$ cat src/hdl/lpfp_pkg.sv
// Package for the length-prefixed frame parser.
// Holds the event codes, register addresses, configuration and result types.
// No dependencies; imported by lpfp_core and the top level.
`default_nettype none

package lpfp_pkg;

  // ASCII '0', base of the length digit
  localparam logic [7:0] DigitZero = 8'd48;

  // register byte addresses (index * 4)
  localparam logic [3:0] AddrBeginByte   = 4'h0;
  localparam logic [3:0] AddrEndByte     = 4'h4;
  localparam logic [3:0] AddrMaxLength   = 4'h8;
  localparam logic [3:0] AddrHeaderBytes = 4'hC;

  // register reset values
  localparam logic [7:0] RstBeginByte   = 8'd60;
  localparam logic [7:0] RstEndByte     = 8'd62;
  localparam logic [7:0] RstMaxLength   = 8'd10;
  localparam logic [3:0] RstHeaderBytes = 4'd2;

  // event reported for each received byte
  typedef enum logic [2:0] {
    EV_NONE   = 3'd0,
    EV_LENGTH = 3'd1,
    EV_ACTION = 3'd2,
    EV_BODY   = 3'd3,
    EV_DONE   = 3'd4,
    EV_ERROR  = 3'd5
  } event_e;

  typedef struct packed {
    logic [7:0] begin_byte;
    logic [7:0] end_byte;
    logic [7:0] max_length;
    logic [3:0] header_bytes;
  } cfg_t;

  typedef struct packed {
    event_e     event_res;
    logic [7:0] frame_length;
    logic [7:0] action_code;
    logic [7:0] body_byte;
    logic [7:0] body_position;
  } result_t;

endpackage

`default_nettype wire

$ cat src/hdl/length_prefixed_frame_parser_unit.sv
// Length-prefixed frame parser, top level.
// Stream in/out channels, APB-style register port, output result register.
// Depends on lpfp_pkg and lpfp_core.
//
// Usage:
//   s_axis carries one received byte per request (tdata[7:0] = rx_byte).
//   m_axis returns exactly one result per input byte, in order. tuser holds
//   the event code; tdata holds frame_length, action_code, body_byte and
//   body_position from the lowest byte up.
//   Registers: 0x0 begin_byte, 0x4 end_byte, 0x8 max_length, 0xC header_bytes;
//   write them only while no byte is in flight.
// The result is registered and becomes valid in the cycle after input acceptance.
// Throughput is one byte per cycle without a stall: the parser state updates
// in a single combinational step and the result lands in one output register.
// While m_axis is stalled with a result held, s_axis_tready is low; it rises
// again in the cycle the result is taken, so a new byte can enter then.
// Reset returns the parser to hunting for the begin byte, clears the held
// length and action, empties the output register and restores the registers.
`default_nettype none

module length_prefixed_frame_parser_unit
  import lpfp_pkg::*;
(
  input  wire logic        clk_i,
  input  wire logic        rst_ni,
  // input stream
  input  wire logic        s_axis_tvalid,
  output logic             s_axis_tready,
  input  wire logic [7:0]  s_axis_tdata,   // [7:0] rx_byte
  // result stream
  output logic             m_axis_tvalid,
  input  wire logic        m_axis_tready,
  output logic [31:0]      m_axis_tdata,   // [7:0] frame_length, [15:8] action_code,
                                           // [23:16] body_byte, [31:24] body_position
  output logic [2:0]       m_axis_tuser,   // [2:0] event_res
  // register port
  input  wire logic        psel,
  input  wire logic        penable,
  input  wire logic        pwrite,
  input  wire logic [3:0]  paddr,
  input  wire logic [31:0] pwdata,
  output logic [31:0]      prdata,
  output logic             pready
);

  cfg_t    cfg_q;
  result_t step_res;
  result_t res_q;
  logic    out_valid_q;
  logic    in_accept;
  logic    cfg_write;

  assign pready    = 1'b1;
  assign cfg_write = psel && penable && pwrite && pready;

  // configuration registers
  always_ff @(posedge clk_i or negedge rst_ni) begin
    if (!rst_ni) begin
      cfg_q.begin_byte   <= RstBeginByte;
      cfg_q.end_byte     <= RstEndByte;
      cfg_q.max_length   <= RstMaxLength;
      cfg_q.header_bytes <= RstHeaderBytes;
    end else if (cfg_write) begin
      case ({paddr[3:2], 2'b00})
        AddrBeginByte:   cfg_q.begin_byte   <= pwdata[7:0];
        AddrEndByte:     cfg_q.end_byte     <= pwdata[7:0];
        AddrMaxLength:   cfg_q.max_length   <= pwdata[7:0];
        AddrHeaderBytes: cfg_q.header_bytes <= pwdata[3:0];
        default: ;
      endcase
    end
  end

  // register read-back
  always_comb begin
    case ({paddr[3:2], 2'b00})
      AddrBeginByte:   prdata = {24'd0, cfg_q.begin_byte};
      AddrEndByte:     prdata = {24'd0, cfg_q.end_byte};
      AddrMaxLength:   prdata = {24'd0, cfg_q.max_length};
      AddrHeaderBytes: prdata = {28'd0, cfg_q.header_bytes};
      default:         prdata = 32'd0;
    endcase
  end

  // accept a byte whenever the output register is free or being drained
  assign s_axis_tready = !out_valid_q || m_axis_tready;
  assign in_accept     = s_axis_tvalid && s_axis_tready;

  lpfp_core u_core (
    .clk_i     (clk_i),
    .rst_ni    (rst_ni),
    .step_i    (in_accept),
    .rx_byte_i (s_axis_tdata),
    .cfg_i     (cfg_q),
    .result_o  (step_res)
  );

  // output valid flag
  always_ff @(posedge clk_i or negedge rst_ni) begin
    if (!rst_ni) begin
      out_valid_q <= 1'b0;
    end else if (in_accept) begin
      out_valid_q <= 1'b1;
    end else if (m_axis_tready) begin
      out_valid_q <= 1'b0;
    end
  end

  // output payload
  always_ff @(posedge clk_i) begin
    if (in_accept) begin
      res_q <= step_res;
    end
  end

  assign m_axis_tvalid = out_valid_q;
  assign m_axis_tuser  = res_q.event_res;
  assign m_axis_tdata  = {res_q.body_position, res_q.body_byte,
                          res_q.action_code, res_q.frame_length};

endmodule

`default_nettype wire

$ cat src/hdl/lpfp_core.sv
// Frame parser state machine: phase and held frame registers.
// Updates on each accepted byte and produces that byte's result combinationally.
// Depends on lpfp_pkg.
`default_nettype none

module lpfp_core
  import lpfp_pkg::*;
(
  input  wire logic       clk_i,
  input  wire logic       rst_ni,
  input  wire logic       step_i,     // a byte is accepted this cycle
  input  wire logic [7:0] rx_byte_i,
  input  wire cfg_t       cfg_i,
  output result_t         result_o
);

  typedef enum logic [2:0] {
    PH_BEGIN  = 3'd0,
    PH_LENGTH = 3'd1,
    PH_ACTION = 3'd2,
    PH_BODY   = 3'd3,
    PH_END    = 3'd4
  } phase_e;

  phase_e     phase_q, phase_d;
  logic [7:0] length_q, length_d;
  logic [7:0] count_q, count_d;
  logic [7:0] seen_q, seen_d;
  logic [7:0] action_q, action_d;

  logic [7:0] digit;
  logic [7:0] header_ext;
  logic       digit_ok;
  logic [7:0] seen_inc;

  // length digit decode and checks
  assign digit      = rx_byte_i - DigitZero;
  assign header_ext = {4'd0, cfg_i.header_bytes};
  assign digit_ok   = (rx_byte_i >= DigitZero) && (digit != 8'd0) &&
                      (digit < cfg_i.max_length) && (digit >= header_ext);
  assign seen_inc   = seen_q + 8'd1;

  // next state and result for the current byte
  always_comb begin
    phase_d  = phase_q;
    length_d = length_q;
    count_d  = count_q;
    seen_d   = seen_q;
    action_d = action_q;
    result_o.event_res     = EV_NONE;
    result_o.body_byte     = 8'd0;
    result_o.body_position = 8'd0;
    case (phase_q)
      PH_LENGTH: begin
        if (digit_ok) begin
          length_d = digit;
          count_d  = digit - header_ext;
          seen_d   = 8'd0;
          phase_d  = PH_ACTION;
          result_o.event_res = EV_LENGTH;
        end else begin
          phase_d  = PH_BEGIN;
          result_o.event_res = EV_ERROR;
        end
      end
      PH_ACTION: begin
        action_d = rx_byte_i;
        phase_d  = (count_q == 8'd0) ? PH_END : PH_BODY;
        result_o.event_res = EV_ACTION;
      end
      PH_BODY: begin
        result_o.body_byte     = rx_byte_i;
        result_o.body_position = seen_q;
        seen_d = seen_inc;
        if (seen_inc >= count_q) begin
          phase_d = PH_END;
        end
        result_o.event_res = EV_BODY;
      end
      PH_END: begin
        result_o.event_res = (rx_byte_i == cfg_i.end_byte) ? EV_DONE : EV_ERROR;
        phase_d = PH_BEGIN;
      end
      default: begin
        // hunting for the begin byte; unused codes land here too
        phase_d = (rx_byte_i == cfg_i.begin_byte) ? PH_LENGTH : PH_BEGIN;
      end
    endcase
    result_o.frame_length = length_d;
    result_o.action_code  = action_d;
  end

  // state registers
  always_ff @(posedge clk_i or negedge rst_ni) begin
    if (!rst_ni) begin
      phase_q  <= PH_BEGIN;
      length_q <= 8'd0;
      count_q  <= 8'd0;
      seen_q   <= 8'd0;
      action_q <= 8'd0;
    end else if (step_i) begin
      phase_q  <= phase_d;
      length_q <= length_d;
      count_q  <= count_d;
      seen_q   <= seen_d;
      action_q <= action_d;
    end
  end

endmodule

`default_nettype wire
$ cat config.mk
export PLATFORM = sky130hd
export DESIGN_NAME = length_prefixed_frame_parser_unit
export DESIGN_NICKNAME = d
export VERILOG_FILES = /design/src/hdl/lpfp_pkg.sv /design/src/hdl/length_prefixed_frame_parser_unit.sv /design/src/hdl/lpfp_core.sv
export SDC_FILE = /design/constraint.sdc
export NUM_CORES = 1
export LEC_CHECK = 0
export BUFFER_PORTS_ARGS = -buffer_cell sky130_fd_sc_hd__buf_2
export CAP_MARGIN = 0
export CORE_ASPECT_RATIO = 0.5
export CORE_MARGIN = 1
export CORE_UTILIZATION = 49
export DETAILED_ROUTE_END_ITERATION = 6
export PLACE_DENSITY = 0.84
export SLEW_MARGIN = 20
export SYNTH_ARGS = -nofsm -noshare
export SYNTH_HDL_FRONTEND = slang
export SYNTH_SLANG_ARGS = --single-unit
export TNS_END_PERCENT = 20
$ cat constraint.sdc
create_clock -name clk_i -period 2.5 [get_ports clk_i]
set_input_delay 0.375 -clock clk_i [delete_from_list [all_inputs] [get_ports clk_i]]
set_output_delay 0.375 -clock clk_i [all_outputs]
set_load 0.03 [all_outputs]
==> results by stage <==
Timing:
- The clock skew is 0.00632 ns.
- The actual slew at the worst max-slew pin is 0.676 ns.
- The number of setup violations in the final report is 0.
- The accumulated negative setup slack is 0 ns.
- Setup repair after global routing could not meet its margin everywhere.
- The final count of hold timing violations is 0.
- The relative slew slack is between 50% and 60%.
- For this run, the top clock speed supported by timing is roughly 410 MHz.
- Subtracting the final worst setup slack from the clock period gives around 2.5 ns.
- Setup slack on the critical path of the routed design comes to 0.0476 ns.
- The final number of max-transition violations came to 0.
- The fraction of the cycle the final worst path needs is between 90% and 100%.

Finish:
- The share of layout cells above drive strength 1 is 40.8%.
- Compared with the post-synthesis result, the final layout area differs by 20.3%.
- In the final design database the tool counted 619 nets.
- After filler insertion, the fill cell instance count of the layout stands at around 790.
- 0 antenna diodes ended up in the layout.
- For this run, the share of the core covered by cells in the final layout is between 60% and 70%.
- Once layout is complete, the cells apart from fillers number 691.

Floorplanning:
- The core region is 0.0104 mm².
- The die extent in x is approximately 150 µm.
- The full die area is around 0.011 mm².
- Pin placement for this block handled around 120 I/O pins.
- The initial cell density of the core is roughly 50%.
- The vertical die dimension is 75.8 µm.
- The row count is 26.

Global routing:
- The first-pass GRT wire length is approximately 18 mm.
- In the global route stage, overall resource usage came out at 20.9%.
- Entering global routing, the biggest net connects 37 pins.
- The number of antenna violations at the first check in global routing came to 1.
- The global route total overflow is 0.
- The number of global-route vias before repair was 3,487.

Logic synthesis:
- The async set or reset register ratio after synthesis is approximately 65%.
- The number of different library cells used by synthesis comes to 50.
- The share of the Yosys chip area taken by registers is ~50%.
- The number of standard cells after synthesis is 448.
- sky130_fd_sc_hd__dfrtp_1 takes more of the synthesized area than any other cell.
- Yosys attributes the largest share of cell area to sky130_fd_sc_hd__dfrtp_1, sky130_fd_sc_hd__edfxtp_1, sky130_fd_sc_hd__mux2_2.
- The synthesized cell area is 0.00534 mm².
- For this run, the leading register cell type out of synthesis is sky130_fd_sc_hd__dfrtp_1.
- The register bit total from synthesis is just under 100.
- During synthesis, Yosys emitted a total of 0 warnings.
- The synthesized design contains 35 enable-type register cells.
- The synthesized design devotes to its leading area cell type 24.4% of total area.
- The synthesized area per cell is 11.9 µm².

Route:
- For this run, design rule violations remaining after detail routing come to 0.
- The total iterations of the first detailed-routing run is 4.
- For this block, the initial DRC count from the detailed router was 220.
- The overall routed net length is 11.4 mm.
- The number of nets with antenna violations after detailed routing is 0.
- In the routed layout, each cell is associated on average with a via count of 5.34.
- The detailed router placed 3,689 vias in this run.
- The final routed wire length divided by cell count is 16.5 µm.

Setup path:
- The most critical setup path has its startpoint at u_core.seen_q[0].
- The required arrival time at the worst endpoint is 2.73 ns.
- The maximum fanout encountered on the critical timing path is 4.
- The destination of the worst register-to-register timing path is u_core.phase_q[2].
- For the worst setup path, the data arrival time is 2.68 ns.
- The worst-case register-to-register setup slack is between 0.04 and 0.05 ns.
- The capturing element type of the critical path is a register.
- STA classifies the critical path startpoint as a register.
- The setup path with the least slack is of type register to register.
- The worst register-to-register path has a depth of 8.
- The startpoint of the most critical register-to-register path is u_core.seen_q[0].

Clock network:
- The number of H-tree branching levels is 3.
- The TritonCTS clock tree is built.
- The root buffer cell is sky130_fd_sc_hd__clkbuf_16.
- The number of buffers created by CTS is 9.
- The clock sink total is 99.
- Clock-pin slew was measured on the worst setup and hold paths at about 0.07 ns.
- Hold repair after CTS inserted 0 buffers.
- The maximum buffer depth of the clock tree is 2.
- For the worst-skew pair, the clock arrives at the later sink with an insertion delay of 0.34 ns.

Power:
- The leakage power figure is between 2 and 3 nW.
- In this run the power density over the cells is between 900 and 1000 mW/mm².
- IR analysis of the VDD net gives a maximum drop of ~0.51 mV.

Placed design:
- The number of port buffers is 69.
- The placed instance count is between 600 and 700.
- The half-perimeter wire length after detailed placement is between 8 and 9 mm.
- The worst setup timing slack at the placement stage is -0.133 ns.
- The final estimated routing congestion in global placement is roughly 0.8.

Min path:
- The kind of path behind the tightest hold check is input port to asynchronous set/reset pin.

Outcome:
- The run finished with clean final reports.

Run:
- Max-cap violations in this run came to 0.
-- placed cells by master (no fill, tap or decap), drive strengths merged, types with 3 or more instances in the layout --
master,instances
buf,111
mux2,58
dfrtp,52
edfxtp,35
nand2,29
inv,27
conb,25
o21ai,23
ha,21
xnor2,16
and3,14
xor2,13
mux2i,12
dfstp,12
nor2,12
clkbuf,11
nor3,8
nand2b,7
a21oi,6
and2,6
nand3,5
o211ai,5
nor2b,4
nand4,4
mux4,4
nor4,4
a31oi,3
o211a,3
or2,3
-- metal layers --
layer  vias to the layer above  GRT usage (%)  wire length [µm]
met2                       140           35.2              5370
met5                         -              0                13
li1                       1731              -                 -
met1                      1801           27.3              5180
met3                        15           5.21               710
met4                         2           5.90                99
-- worst max-delay path: stages (launching register included) --
cell and delay, ns:
sky130_fd_sc_hd__dfrtp_2 0.44, sky130_fd_sc_hd__ha_4 0.19, sky130_fd_sc_hd__nor2b_1 0.13, sky130_fd_sc_hd__or2_2 0.28, sky130_fd_sc_hd__ha_1 0.20, sky130_fd_sc_hd__a2111oi_1 0.41
sky130_fd_sc_hd__o311ai_2 0.22, sky130_fd_sc_hd__and2_4 0.21, sky130_fd_sc_hd__mux2_2 0.26
-- sequential cells by signal (all words and copies together) (netlist names) --
| register | flops |
|---|---|
| m_axis_tuser | 3 |
| u_core.action_q | 8 |
| u_core.seen_q | 8 |
| u_core.length_q | 8 |
| u_core.count_q | 8 |
| u_core.phase_q | 3 |
| cfg_q | 28 |
| m_axis_tdata | 32 |
| m_axis_tvalid | 1 |
-- final cells by class --
| class | instances | area [µm²] | area share (%) |
|---|---|---|---|
| clock buffer | 11 | 243 | 3.78 |
| clock inverter | 5 | 60.1 | 0.935 |
| inverter | 25 | 93.8 | 1.46 |
| multi-input combinational | 300 | 2480 | 38.6 |
| sequential | 99 | 2670 | 41.6 |
| tap | 140 | 175 | 2.73 |
| timing repair buffer | 111 | 702 | 10.9 |
-- kinds of logic after synthesis --
| family | Yosys count | share of synthesized area (%) |
|---|---|---|
| AOI/OAI and AO/OA | 48 | 5.84 |
| xor gates and xnor gates | 29 | 4.76 |
| adders and majority gates | 22 | 5.30 |
| buffers and inverters | 72 | 7.48 |
| DFF | 99 | 50.0 |
| muxes | 74 | 16.5 |
| other | 2 | 0.141 |
| and+or+nand+nor | 102 | 10.0 |
-- power by group --
part	switching (W)	leakage, nW	internal [W]
Sequential	0.000287	1.10	0.00223
Combinational	0.00127	1.66	0.00104
Clock	0.000592	0.147	0.000809
Total	0.00215	2.91	0.00408
-- worst max path at each step --
stage | to | slack [ns] | cells after the start
6_report | u_core.phase_q[2] | 0.05 | 8
5_1_grt | u_core.phase_q[2] | -0.03 | 9
4_1_cts | u_core.phase_q[2] | 0.008 | 8
3_5_place_dp | u_core.phase_q[2] | -0.13 | 9
3_3_place_gp | m_axis_tdata[0] | -0.11 | 9
2_1_floorplan | u_core.length_q[2] | 0.01 | 11
-- cells in the mapped netlist (7+ instances only) --
cell	count
sky130_fd_sc_hd__and3_1	14
sky130_fd_sc_hd__nor2_1	11
sky130_fd_sc_hd__dfrtp_1	52
sky130_fd_sc_hd__edfxtp_1	35
sky130_fd_sc_hd__clkbuf_1	15
sky130_fd_sc_hd__nand2b_1	7
sky130_fd_sc_hd__nor3_1	7
sky130_fd_sc_hd__nand2_1	29
sky130_fd_sc_hd__mux2_2	53
sky130_fd_sc_hd__buf_4	25
sky130_fd_sc_hd__xor2_1	13
sky130_fd_sc_hd__dfstp_2	12
sky130_fd_sc_hd__ha_1	21
sky130_fd_sc_hd__inv_1	25
sky130_fd_sc_hd__xnor2_1	16
sky130_fd_sc_hd__o21ai_0	23
sky130_fd_sc_hd__mux2i_1	12
-- metrics by stage --
| step | area, µm² | hold slack [ns] | power, W |
|---|---|---|---|
| 4_1_cts | 6350 | 0.0749 | 0.00617 |
| 6_report | 6420 | 0.0634 | 0.00624 |
| 3_3_place_gp | 5990 | 0.436 | 0.00459 |
| 3_5_place_dp | 5990 | 0.439 | 0.00469 |
| 2_1_floorplan | 5450 | 0.0794 | 0.00407 |
| 5_1_grt | 6420 | 0.117 | 0.00658 |
-- what timing repair did --
| action | in CTS | in global routing |
|---|---|---|
| pin swaps | 4 | 6 |
| resized for setup | 9 | 11 |
| endpoints found under the setup margin | 6 | 10 |
| buffers inserted | 1 | 2 |
Power figures use the tool's default switching activity.
